$ cat src/sv/rfb_pkg.sv
package rfb_pkg;

   localparam int COORD_BITS  = 12;
   localparam int RADIUS_BITS = COORD_BITS + 1;
   localparam int RAD_BITS    = 2 * RADIUS_BITS;
   localparam int REM_BITS    = RADIUS_BITS + 1;
   localparam int CHAN_BITS   = 8;
   localparam int CHANNELS    = 4;
   localparam int LANES       = 2 * CHANNELS;
   localparam int PIXEL_BITS  = CHAN_BITS * CHANNELS;
   localparam int PROD_BITS   = CHAN_BITS + RADIUS_BITS;
   localparam int CSR_BITS    = 2;

   localparam logic [CSR_BITS-1:0] CSR_CENTER_X     = 2'd0;
   localparam logic [CSR_BITS-1:0] CSR_CENTER_Y     = 2'd1;
   localparam logic [CSR_BITS-1:0] CSR_INNER_RADIUS = 2'd2;
   localparam logic [CSR_BITS-1:0] CSR_OUTER_RADIUS = 2'd3;

   typedef enum logic [2:0] {
      SEL_ORIG  = 3'b001,
      SEL_BLUR  = 3'b010,
      SEL_BLEND = 3'b100
   } sel_type;

   typedef struct packed {
      logic                  valid;
      logic [PIXEL_BITS-1:0] blur;
      logic [PIXEL_BITS-1:0] orig;
   } pix_type;

   typedef struct packed {
      pix_type                pix;
      logic [REM_BITS-1:0]    rem;
      logic [RADIUS_BITS-1:0] root;
      logic [RAD_BITS-1:0]    rad;
   } sqrt_type;

   typedef struct packed {
      pix_type                             pix;
      sel_type                             sel;
      logic [LANES-1:0][RADIUS_BITS-1:0]   part;
      logic [LANES-1:0][CHAN_BITS-1:0]     nq;
   } div_type;

endpackage

$ cat src/sv/rfb_div_cell.sv
module rfb_div_cell
   import rfb_pkg::*;
(
   input  logic                   clock,
   input  logic                   reset,
   input  logic [RADIUS_BITS-1:0] divisor,
   input  div_type                cell_in,
   output div_type                cell_out
);

   logic [LANES-1:0][RADIUS_BITS:0] part2;
   logic [LANES-1:0][RADIUS_BITS:0] diff;
   logic [LANES-1:0]                ge;
   div_type                         cell_in_next;
   div_type                         cell_ff;

   // one restoring step per lane: shift in a numerator bit, shift out a quotient bit
   always_comb begin
      cell_in_next = cell_in;
      cell_in_next.pix.valid = cell_in.pix.valid & ~reset;
      for (int l = 0; l < LANES; l++) begin
         part2[l] = {cell_in.part[l], cell_in.nq[l][CHAN_BITS-1]};
         ge[l]    = (part2[l] >= {1'b0, divisor});
         diff[l]  = part2[l] - {1'b0, divisor};
         cell_in_next.part[l] = ge[l] ? diff[l][RADIUS_BITS-1:0]
                                      : part2[l][RADIUS_BITS-1:0];
         cell_in_next.nq[l]   = {cell_in.nq[l][CHAN_BITS-2:0], ge[l]};
      end
   end

   always_ff @(posedge clock) begin
      cell_ff <= cell_in_next;
   end

   assign cell_out = cell_ff;

endmodule

$ cat config.mk
export PLATFORM = sky130hd
export DESIGN_NAME = rfb_div_cell
export DESIGN_NICKNAME = d
export VERILOG_FILES = /design/src/sv/rfb_pkg.sv /design/src/sv/rfb_div_cell.sv
export SDC_FILE = /design/constraint.sdc
export NUM_CORES = 1
export LEC_CHECK = 0
export BUFFER_PORTS_ARGS = -buffer_cell sky130_fd_sc_hd__buf_2
export CAP_MARGIN = 30
export CELL_PAD_IN_SITES_DETAIL_PLACEMENT = 0
export CELL_PAD_IN_SITES_GLOBAL_PLACEMENT = 2
export CORE_MARGIN = 2
export CORE_UTILIZATION = 31
export CTS_BUF_LIST = sky130_fd_sc_hd__clkbuf_8
export DETAILED_ROUTE_END_ITERATION = 7
export GPL_TIMING_DRIVEN = 0
export PLACE_DENSITY_LB_ADDON = 0.1
export SETUP_SLACK_MARGIN = 0.1
export SYNTH_ARGS = -nofsm -noshare
export SYNTH_HDL_FRONTEND = slang
export SYNTH_SLANG_ARGS = --single-unit
$ cat constraint.sdc
create_clock -name clock -period 9.5 [get_ports clock]
set_clock_uncertainty 0.2 [all_clocks]
set_input_delay 1.9 -clock clock [delete_from_list [all_inputs] [get_ports clock]]
set_output_delay 1.9 -clock clock [all_outputs]
set_load 0.05 [all_outputs]
==> metrics.md <==
| Metric | Value |
|---|---|
| Status | `complete, no violations` |
| Sequential cell area fraction in the yosys report | `between 40% and 50%` |
| Number of I/O pins | `487` |
| Avg Cell Area, Syn | `10.92 sq um` |
| Pins over their slew limit | `0` |
| Initial Utilization | `a little under a third` |
| Initial antenna violation count | `6` |
| Post_cts resized | `0` |
| Relative slew slack | `approximately 44%` |
| Fmax | `around 0.21 GHz` |
| Count leader, synth | `dfxtp_1` |
| DRC | `0` |
| Dpl hpwl | `30510 um` |
| # port buffers | `roughly 490` |
| Final setup violating endpoints | `0` |
| Post-CTS Setup Repair Bufs | `0` |
| Synth Warn # | `0` |
| Fill count | `about 3.5k` |
| Drt first pass iters | `4` |
| Num CTS Buffers | `44` |
| Worst slack at placement | `4.094 ns` |
| CP Launch Type | `input port` |
| Top FF cell, synth | `dfxtp_1` |
| Setup crit end kind | `flop` |
| Final Non-Filler Cells | `approximately 2.0k` |
| Setup_tns | `0 ns` |
| Fin. Hold Viols | `0` |
| Routing usage on met1 | `24.71%` |
| Share of cells above drive strength 1 | `around 43%` |
| Final hold slack | `1.191 ns` |
| Mapped cell area | `10800 sq um` |
| Final Cycle Share | `between 50 and 60%` |
| Final core utilization | `~43%` |
| HP Class | `input port to flop` |
| Synth top cells by count | `dfxtp_1 (236), ha_1 (104), mux2_2 (78), a21oi_1 (50), inv_1 (47)` |
| Worst EP required | `~9.8 ns` |
| First-pass GRT wire length | `approximately 56000 um` |
| PnR worst setup slack | `4.703 ns` |
| Top post-synthesis cells by area | `dfxtp_1 (44%), ha_1 (12%), mux2_2 (8.1%)` |
| Die Width | `190.7 um` |
| Vias | `9286` |
| Power Density | `225.2 nW/um^2` |
| Core Footprint | `34460 sq um` |
| Htree depth | `2` |
| GR Layer Usage met3 | `5.889%` |
| Critical path class | `input port to flop` |
| Routed WL | `38900 um` |
| Clock Sinks | `236` |
| Number of global-route vias before repair | `9281` |
| WHS Path Cells | `1` |
| Syn Nets | `1352` |
| Largest area contributor in the netlist | `dfxtp_1` |
| GPL Wtd Cong | `between 0.8 and 0.9` |
| Async SR Flop Fraction | `0%` |
| Syn-to-layout area delta | `36.67%` |
| Layout net count | `approximately 1.9k` |
| Post-Synthesis Cells | `around 990` |
| Overall Global Routing Usage | `20.78%` |
| Dpl cells | `1930` |
| Max Fanout on Critical Path | `10` |
| M2 GR Usage | `35.87%` |
| Row count | `between 60 and 70` |
| Drt wl/cell | `roughly 19 um` |
| CP Data Arrival Time | `5.06 ns` |
| Hold-fix buffers, CTS | `0` |
| Yosys reg bits | `236` |
| Min Tclk post-route | `4.797 ns` |
| Die Area | `36360 sq um` |
| Max cap viols | `0` |
| GRT Max-Usage Layer | `met2` |
| Peak supply drop | `0.1258 mV` |
| Largest net degree at the start of global routing | `13` |
| CTS clk-pin slew, worst paths | `0.06 ns` |
| Detailed Route Iter0 Violations | `290` |
| Actual slew at the worst max-slew pin | `approximately 0.85 ns` |
| Yosys top cell area share | `between 40% and 50%` |
| Clock Tree Buf Depth | `3` |
| Distinct cells, synth | `between 60 and 70` |
| Hold Path End | `cell_out[26]` |
| Leakage | `7.152 nW` |
| Clock root cell | `clkbuf_8` |
| RSZ-0062 raised after global routing | `false` |
| Detail Route Antenna Nets | `0` |
| CTS tree | `yes` |
| Gr ovfl total | `0` |
| Post-synth EDFFs | `0` |
| HP Start | `cell_in[25]` |
| Routed vias/inst | `~4.6` |
| Max reg flops | `236` |
| Die H | `190.7 um` |
==> worst max-delay path by stage <==
| stage | startpoint | to | slack, ns | cells past startpoint |
|---|---|---|---|---|
| floorplan | divisor[2] | cell_out[100] | 5.00 | 10 |
| global route | divisor[7] | cell_out[99] | 4.60 | 11 |
| detailed placement | divisor[7] | cell_out[114] | 4.09 | 11 |
| CTS | divisor[7] | cell_out[108] | 4.73 | 11 |
| global placement | divisor[2] | cell_out[70] | 4.09 | 11 |
| finish | divisor[7] | cell_out[108] | 4.70 | 11 |
==> per-stage QoR <==
step                total power, mW  cell area (sq um)
floorplan                     1.983              10800
global placement              2.282              13800
detailed placement            2.280              13800
CTS                           3.376              14760
global route                  3.493              14760
finish                        3.326              14760
==> power by group <==
group	total, mW	leakage, nW	switching (mW)	internal, mW
clock	1.07	0.513	0.457	0.614
combinational	1.11	4.65	0.768	0.342
sequential	1.14	1.99	0.0305	1.11
==> metal layers <==
metal,up-vias,part of all wire (%)
met5,-,0.098
met4,6,2.6
met3,58,7.0
met2,298,48
met1,4275,42
li1,4649,-
==> cell usage in the layout, fill, tap and decap left out, drive strengths merged, types with 44 or more instances in the layout <==
| master | Yosys | routed |
|---|---|---|
| ha | 104 | 104 |
| o21ai | 47 | 47 |
| buf | 8 | 494 |
| dfxtp | 236 | 236 |
| clkbuf | 2 | 58 |
| inv | 47 | 56 |
| nand2 | 45 | 45 |
| a21oi | 53 | 53 |
| mux2 | 84 | 84 |
| nor2 | 44 | 44 |
==> worst max-delay path: stages <==
cell and delay (ns):
buf_2 0.10, inv_1 0.54, ha_1 0.41, a21o_1 0.20, a21o_1 0.17, a21oi_1 0.30, o21a_1 0.18, o21ai_0 0.16
a311oi_4 0.50, buf_6 0.23, mux2_2 0.34
==> cells by family (layout without fill, tap and decap cells) <==
family          Yosys count  count (layout)  share of synthesized area, %
other cells               0               2                             0
buf+inv                  57             619                         2.339
flops                   236             236                         43.73
mux                     101             101                         10.44
xor+xnor                 70              70                         5.675
compound gates          213             213                         14.73
simple gates            200             200                         9.555
fa+ha+maj               112             112                         13.53
==> cell type report <==
cell class	count	area [sq um]	share of cell area, %
Multi-Input combinational cell	696	5826	39.46
Sequential cell	236	4725	32.00
Timing Repair Buffer	486	2432	16.47
Clock buffer	56	770.7	5.220
Tap cell	455	569.3	3.856
Clock inverter	20	183.9	1.246
Inverter	47	176.4	1.195
Buffer	10	76.32	0.5169
Antenna cell	2	5.005	0.03390
No activity file was read; power rests on OpenSTA's default activity.
