===== src/sv/rfb_pkg.sv =====
package rfb_pkg;

   localparam int COORD_BITS  = 12;
   localparam int RADIUS_BITS = COORD_BITS + 1;
   localparam int RAD_BITS    = 2 * RADIUS_BITS;
   localparam int REM_BITS    = RADIUS_BITS + 1;
   localparam int CHAN_BITS   = 8;
   localparam int CHANNELS    = 4;
   localparam int LANES       = 2 * CHANNELS;
   localparam int PIXEL_BITS  = CHAN_BITS * CHANNELS;
   localparam int PROD_BITS   = CHAN_BITS + RADIUS_BITS;
   localparam int CSR_BITS    = 2;

   localparam logic [CSR_BITS-1:0] CSR_CENTER_X     = 2'd0;
   localparam logic [CSR_BITS-1:0] CSR_CENTER_Y     = 2'd1;
   localparam logic [CSR_BITS-1:0] CSR_INNER_RADIUS = 2'd2;
   localparam logic [CSR_BITS-1:0] CSR_OUTER_RADIUS = 2'd3;

   typedef enum logic [2:0] {
      SEL_ORIG  = 3'b001,
      SEL_BLUR  = 3'b010,
      SEL_BLEND = 3'b100
   } sel_type;

   typedef struct packed {
      logic                  valid;
      logic [PIXEL_BITS-1:0] blur;
      logic [PIXEL_BITS-1:0] orig;
   } pix_type;

   typedef struct packed {
      pix_type                pix;
      logic [REM_BITS-1:0]    rem;
      logic [RADIUS_BITS-1:0] root;
      logic [RAD_BITS-1:0]    rad;
   } sqrt_type;

   typedef struct packed {
      pix_type                             pix;
      sel_type                             sel;
      logic [LANES-1:0][RADIUS_BITS-1:0]   part;
      logic [LANES-1:0][CHAN_BITS-1:0]     nq;
   } div_type;

endpackage


===== src/sv/rfb_sqrt_cell.sv =====
module rfb_sqrt_cell
   import rfb_pkg::*;
(
   input  logic     clock,
   input  logic     reset,
   input  sqrt_type cell_in,
   output sqrt_type cell_out
);

   logic [REM_BITS+1:0] rem4;
   logic [REM_BITS+1:0] trial;
   logic [REM_BITS+1:0] diff;
   logic                ge;
   sqrt_type            cell_in_next;
   sqrt_type            cell_ff;

   // bring in the next two radicand bits and try a one in this root position
   always_comb begin
      rem4  = {cell_in.rem, cell_in.rad[RAD_BITS-1 -: 2]};
      trial = {1'b0, cell_in.root, 2'b01};
      ge    = (rem4 >= trial);
      diff  = rem4 - trial;
      cell_in_next      = cell_in;
      cell_in_next.pix.valid = cell_in.pix.valid & ~reset;
      cell_in_next.rem  = ge ? diff[REM_BITS-1:0] : rem4[REM_BITS-1:0];
      cell_in_next.root = {cell_in.root[RADIUS_BITS-2:0], ge};
      cell_in_next.rad  = {cell_in.rad[RAD_BITS-3:0], 2'b00};
   end

   always_ff @(posedge clock) begin
      cell_ff <= cell_in_next;
   end

   assign cell_out = cell_ff;

endmodule


===== config.mk =====
export PLATFORM = sky130hd
export DESIGN_NAME = rfb_sqrt_cell
export DESIGN_NICKNAME = d
export VERILOG_FILES = /design/src/sv/rfb_pkg.sv /design/src/sv/rfb_sqrt_cell.sv
export SDC_FILE = /design/constraint.sdc
export NUM_CORES = 1
export LEC_CHECK = 0
export BUFFER_PORTS_ARGS = -buffer_cell sky130_fd_sc_hd__buf_2
export CORE_AREA = 2 2 83 125
export CTS_BUF_LIST = sky130_fd_sc_hd__clkbuf_4
export DETAILED_ROUTE_END_ITERATION = 7
export DIE_AREA = 0 0 85 127
export PLACE_DENSITY = 0.7
export RECOVER_POWER = 50
export SYNTH_ARGS = -nofsm -noshare
export SYNTH_HDL_FRONTEND = slang
export SYNTH_SLANG_ARGS = --single-unit

===== constraint.sdc =====
create_clock -name clock -period 2.57 [get_ports clock]
set_input_delay 0.514 -clock clock [delete_from_list [all_inputs] [get_ports clock]]
set_output_delay 0.514 -clock clock [all_outputs]
set_load 0.05 [all_outputs]

==> summary.txt, run 1 <==
Synth
  • Synthesis warning total: 0
  • Yosys reg bits: 116
  • Yosys cell types: 42
  • Commonest cells in the synthesized netlist: dfxtp_1 (116), inv_1 (17), ha_1 (15)
  • Top cells by area, synth: dfxtp_1 (70%), ha_1 (5.6%), mux2_4 (3.2%)
  • Mapped Area: 0.00333 mm²
  • Cell taking the most area after synthesis: dfxtp_1
  • Avg Cell Area, Syn: 13.5 µm²
  • Post-synth EDFFs: 0
  • Top-count cell post-synth: dfxtp_1
  • Ys async rst share: 0%
  • Synth top area share: 69.7%
  • Most used flip-flop cell after synthesis: dfxtp_1
  • Seq/Total Area, Yosys: 69.7%
  • Post-Syn Instances: 246

Floorplan
  • Die height: 127 µm
  • Num rows: 44
  • CORE AREA: 0.00963 mm²
  • # IOs: 238
  • Die X: 85 µm
  • Die area: 0.0108 mm²
  • Initial core utilization: 34.6%

Clocking
  • H-tree depth: 4
  • CTS tree: built
  • Total CTS buffers: 17
  • Clock transition at path regs: 0.12 ns
  • Postcts setup bufs: 0
  • Root buf cell: clkbuf_4
  • Max Root-Sink Buffers: 2
  • Clk sink count: 116
  • # hold bufs at CTS: 0
  • Post_cts resized: 0

Cells and area
  • Antenna diodes: 0
  • Largest register FFs: 116
  • Fin cells: 636
  • Layout area overhead: 48.4%
  • Util after Layout: 51.3%
  • Multi-input gate area: 917 µm²
  • Share of cells above drive strength 1: 52.8%
  • Fillers: 921
  • Final nets: 643
  • Seq. cell area: 0.00232 mm²

Global route
  • Pin count of the biggest net entering global routing: 17
  • GRT Total Usage: 15.4%
  • Grt ovf: 0
  • First-pass GRT wire length: 12800 µm
  • Vias in the first global route: 2683
  • Initial antenna violation count: 0

Timing
  • Slew Viols, Final: 0
  • RSZ-0062 raised after global routing: false
  • Min cycle time layout: 2.13 ns
  • Final Cycle Share: 82.8%
  • Setup ws final: 0.442 ns
  • Worst slew margin: 56.9%
  • F_max: 0.470 GHz
  • Final setup fails: 0
  • Worst-Margin Slew: 0.646 ns
  • Final Hold Fails: 0

Setup path
  • Endpoint class of the critical path: flop
  • Critical path's slowest cell: a22oi_4
  • CP required: 2.95 ns
  • CP Launch Type: input pin
  • CP Max Fanout: 15
  • Delay of the slowest critical-path stage: 0.52 ns
  • Kind of critical path: in -> reg
  • CP Cell Sequence: buf_2 -> inv_1 -> ha_1 -> and2b_1 -> o211ai_2 -> a31oi_2 -> o21ai_2 -> a22oi_4 -> mux2_2
  • Crit path DAT: 2.51 ns

Detailed routing
  • Total Wirelength: 8540 µm
  • Routed wire per std cell: 13.4 µm
  • ANT nets after route: 0
  • Vias: 2735
  • DR DRC count: 0
  • Vias/cell: 4.30
  • 1st-pass router iterations: 4
  • 1st-iter DRT viols: 29

Pwr
  • Pint: 2.74 mW
  • Psw: 1.44 mW
  • Sw frac: 34.4%
  • Clk pwr share: 28.7%
  • Pleak: 2.57 nW
  • Sequential power share: 47.0%
  • Maximum VDD drop: 0.000463 V
  • Power per Cell Area: 845 mW/mm²
  • Comb power frac: 24.3%

Outcome
  • Outcome: completed

Min path
  • Hold Crit Class: in -> reg

Placed design
  • Gp weighted congestion: 0.763
  • HPWL Detailed: 7000 µm
  • Port bufs: 235
  • Pre-CTS WS: -0.106 ns
  • Number of instances in the placed design: 604

Run
  • Max cap viols: 0
[power groups by stage]
stage / combinational [mW] / sequential (mW) / clock (mW)
floorplan: 0.246 / 2.49 / 0
global placement: 1.02 / 2.00 / 0
detailed placement: 1.03 / 2.00 / 0
CTS: 1.03 / 1.96 / 1.26
global route: 1.07 / 1.97 / 1.33
finish: 1.01 / 1.96 / 1.20
[path summary, 6_finish.rpt]
check,from,to,slack (ns),cells after the start
min,cell_in[73],cell_out[73],0.11,1
max,cell_in[26],cell_out[43],0.44,9
[per-layer routing]
metal / part of all wire (%) / vias up / GRT usage, %
met1: 33 / 1225 / 14.3
met5: 0 / - / 0
met3: 9.1 / 16 / 6.20
li1: - / 1350 / -
met2: 55 / 144 / 29.0
met4: 2.0 / 0 / 7.00
[logic make-up (layout without fill, tap and decap cells)]
| kind of cell | after synthesis | in the layout | synth area share, % |
|---|---|---|---|
| simple gates | 37 | 37 | 5.67 |
| xor+xnor | 10 | 10 | 2.63 |
| compound gates | 32 | 32 | 7.93 |
| fa+ha+maj | 15 | 15 | 5.64 |
| mux | 14 | 14 | 5.45 |
| other cells | 1 | 2 | 0.113 |
| buf+inv | 21 | 295 | 2.82 |
| flops | 116 | 116 | 69.7 |
[critical path, delay by kind of cell]
family                   cells  cell delay (ns)
AO/OA/AOI/OAI                4             0.96
buffers and inverters        2             0.11
adder cells (fa/ha/maj)      1             0.33
AND/OR/NAND/NOR              1             0.18
multiplexers                 1             0.40
[placed cells by master, fill, tap and decap left out, drive strengths merged, types with 2 or more instances in the layout]
master and n:
a211oi 5, a21o 6, a21oi 5, and2 3, buf 223, clkbuf 41
clkinv 5, clkinvlp 4, conb 2, dfxtp 116, ha 15, inv 21
mux2 12, mux2i 2, nand2 7, nand3 3, nor2 9, nor2b 3
nor3 5, o211ai 2, o21ai 4, or2 2, xnor2 6, xor2 4
[stage by stage]
step           total power [mW]  hold WS [ns]  area (µm²)  setup TNS, ns
2_1_floorplan              2.73         0.542        3330              0
3_5_place_dp               3.03         0.618        4710         -0.881
4_1_cts                    4.25        0.0456        4970              0
6_report                   4.17         0.112        4940              0
5_1_grt                    4.38        0.0390        4940              0
3_3_place_gp               3.02         0.616        4710         -0.249
[area by class of cell]
type / instances / share of cell area, %
multi-input cells: 110 / 18.6
repair buffers: 246 / 24.9
flip-flops and latches: 116 / 47.0
well taps: 115 / 2.91
clock buffers: 18 / 2.74
inverters: 17 / 1.29
clock inverters: 14 / 2.58
No activity file was read; power rests on OpenSTA's default activity.
==> run 2: changes to the inputs <==
- PLACE_DENSITY: 0.7 -> 0.73
- clock period: 2.57 -> 1.8 ns (I/O delays scaled with it)
==> summary.txt, run 2 (synthesis gave the netlist of run 1 again) <==
Cells and area
  • Fin cells: 765
  • Final nets: 772
  • Largest register FFs: 116
  • Multi-input gate area: 0.00103 mm²
  • Seq. cell area: 0.00232 mm²
  • Layout area overhead: 89.5%
  • Share of cells above drive strength 1: 48.8%
  • Most frequent cells in the layout: buf_2 (201), dfxtp_1 (116), dlygate4sd3_1 (101)
  • Commonest non-fill, non-tap cell in the layout: buf_2
  • Util after Layout: 65.5%
  • Fillers: 714
  • Antenna diodes: 0

Global route
  • Grt ovf: 0
  • Vias in the first global route: 3629
  • Initial antenna violation count: 0
  • GRT Total Usage: 22.2%
  • Pin count of the biggest net entering global routing: 17
  • First-pass GRT wire length: 18100 µm

Setup path
  • Crit path DAT: 2.12 ns
  • Critical path's slowest cell: ha_1
  • CP Max Fanout: 6
  • CP Cell Sequence: buf_2 -> inv_1 -> ha_1 -> a21oi_1 -> nor2_1 -> a311oi_2 -> a21boi_1 -> xor2_1 -> mux2_2
  • CP required: 2.18 ns
  • Endpoint class of the critical path: flop
  • Worst path bufs/invs: 2
  • CP Launch Type: input pin
  • Kind of critical path: in -> reg
  • Delay of the slowest critical-path stage: 0.36 ns
  • CP delay by family, top: compound AO/OA/AOI/OAI gates

Timing
  • F_max: 0.576 GHz
  • Final setup fails: 0
  • Slew Viols, Final: 0
  • Worst-Margin Slew: 0.600 ns
  • RSZ-0062 raised after global routing: false
  • Worst slew margin: 60.2%
  • Min cycle time layout: 1.74 ns
  • Final Hold Fails: 0
  • Final Cycle Share: 96.4%

Detailed routing
  • Routed wire per std cell: 16.0 µm
  • Total Wirelength: 12200 µm
  • ANT nets after route: 0
  • 1st-pass router iterations: 4
  • 1st-iter DRT viols: 64
  • Vias/cell: 4.36
  • DR DRC count: 0
  • Vias: 3332

Pwr
  • Clk pwr share: 28.5%
  • Power per Cell Area: 1020 mW/mm²
  • Sequential power share: 43.8%
  • Comb power frac: 27.7%
  • Psw: 2.26 mW
  • Maximum VDD drop: 0.000864 V
  • Pleak: 3.14 nW
  • Sw frac: 35.1%
  • Pint: 4.17 mW

Floorplan
  • # IOs: 238
  • Die height: 127 µm
  • Die X: 85 µm
  • CORE AREA: 0.00963 mm²
  • Die area: 0.0108 mm²
  • Initial core utilization: 34.6%
  • Num rows: 44

Clocking
  • Post_cts resized: 0
  • H-tree depth: 4
  • CTS tree: built
  • Root buf cell: clkbuf_4
  • Total CTS buffers: 17
  • Clock transition at path regs: 0.12 ns
  • Max Root-Sink Buffers: 2
  • Clk sink count: 116

Placed design
  • Port bufs: 235
  • Number of instances in the placed design: 631
  • HPWL Detailed: 7880 µm
  • Gp weighted congestion: 0.844

Outcome
  • Outcome: completed

Min path
  • Hold Crit Class: in -> reg

Run
  • Max cap viols: 0
[run 2: cell count changes in the layout (fill, tap and decap cells not counted), moves of 2 or more]
cell	delta
inv_2	+4
buf_2	-11
ha_4	+6
dlygate4sd3_1	+101
a211oi_1	-2
clkbuf_2	+7
ha_1	-7
clkinv_2	-3
buf_12	+2
inv_1	-5
inv_6	+4
a211oi_2	+2
buf_4	+26
clkbuf_1	+4
[run 2: stage by stage]
step | hold slack, ns | setup TNS (ns) | power (mW) | instance area (µm²) | worst slack (ns)
4_1_cts | 0.0329 | 0 | 6.46 | 6330 | 0.116
6_report | 0.0741 | 0 | 6.43 | 6310 | 0.0640
2_1_floorplan | 0.388 | -2.01 | 3.94 | 3450 | -0.220
3_5_place_dp | 0.464 | -5.34 | 4.46 | 5050 | -0.437
3_3_place_gp | 0.462 | -4.80 | 4.44 | 5050 | -0.449
5_1_grt | 0.0569 | 0 | 6.68 | 6310 | 0.00556
[run 2: layout make-up]
class,instances,share of cell area (%)
Sequential cell,116,36.8
Timing Repair Buffer,375,39.2
Inverter,17,1.05
Clock inverter,14,2.22
Clock buffer,18,2.14
Multi-Input combinational cell,110,16.3
Tap cell,115,2.28
[run 2: path summary, 6_finish.rpt]
kind | from | endpoint | slack [ns] | cells after the start
setup / recovery | cell_in[30] | cell_out[52] | 0.06 | 9
hold / removal | cell_in[117] | cell_out[117] | 0.07 | 2
[run 2: power groups by stage]
stage / combinational [mW] / clock [mW] / sequential, mW
after floorplan: 0.390 / 0 / 3.55
after global placement: 1.58 / 0 / 2.86
after detailed placement: 1.60 / 0 / 2.86
after CTS: 1.78 / 1.88 / 2.80
after global routing: 1.87 / 1.99 / 2.83
final: 1.78 / 1.83 / 2.81
[run 2: layer usage]
layer  vias to the layer above  track usage, %  wire length [µm]
li1                       1610               -                 -
met1                      1543            20.4              4110
met2                       158            42.5              6710
met3                        21            8.53              1080
met4                         0            9.34               305
met5                         -               0                 0
[run 2: timing repair]
action / 4_1_cts / 5_1_grt
hold buffers: 101 / 0
endpoints found under the setup margin: 0 / 4
endpoints found under the hold margin: 101 / 0
setup buffers: 0 / 1
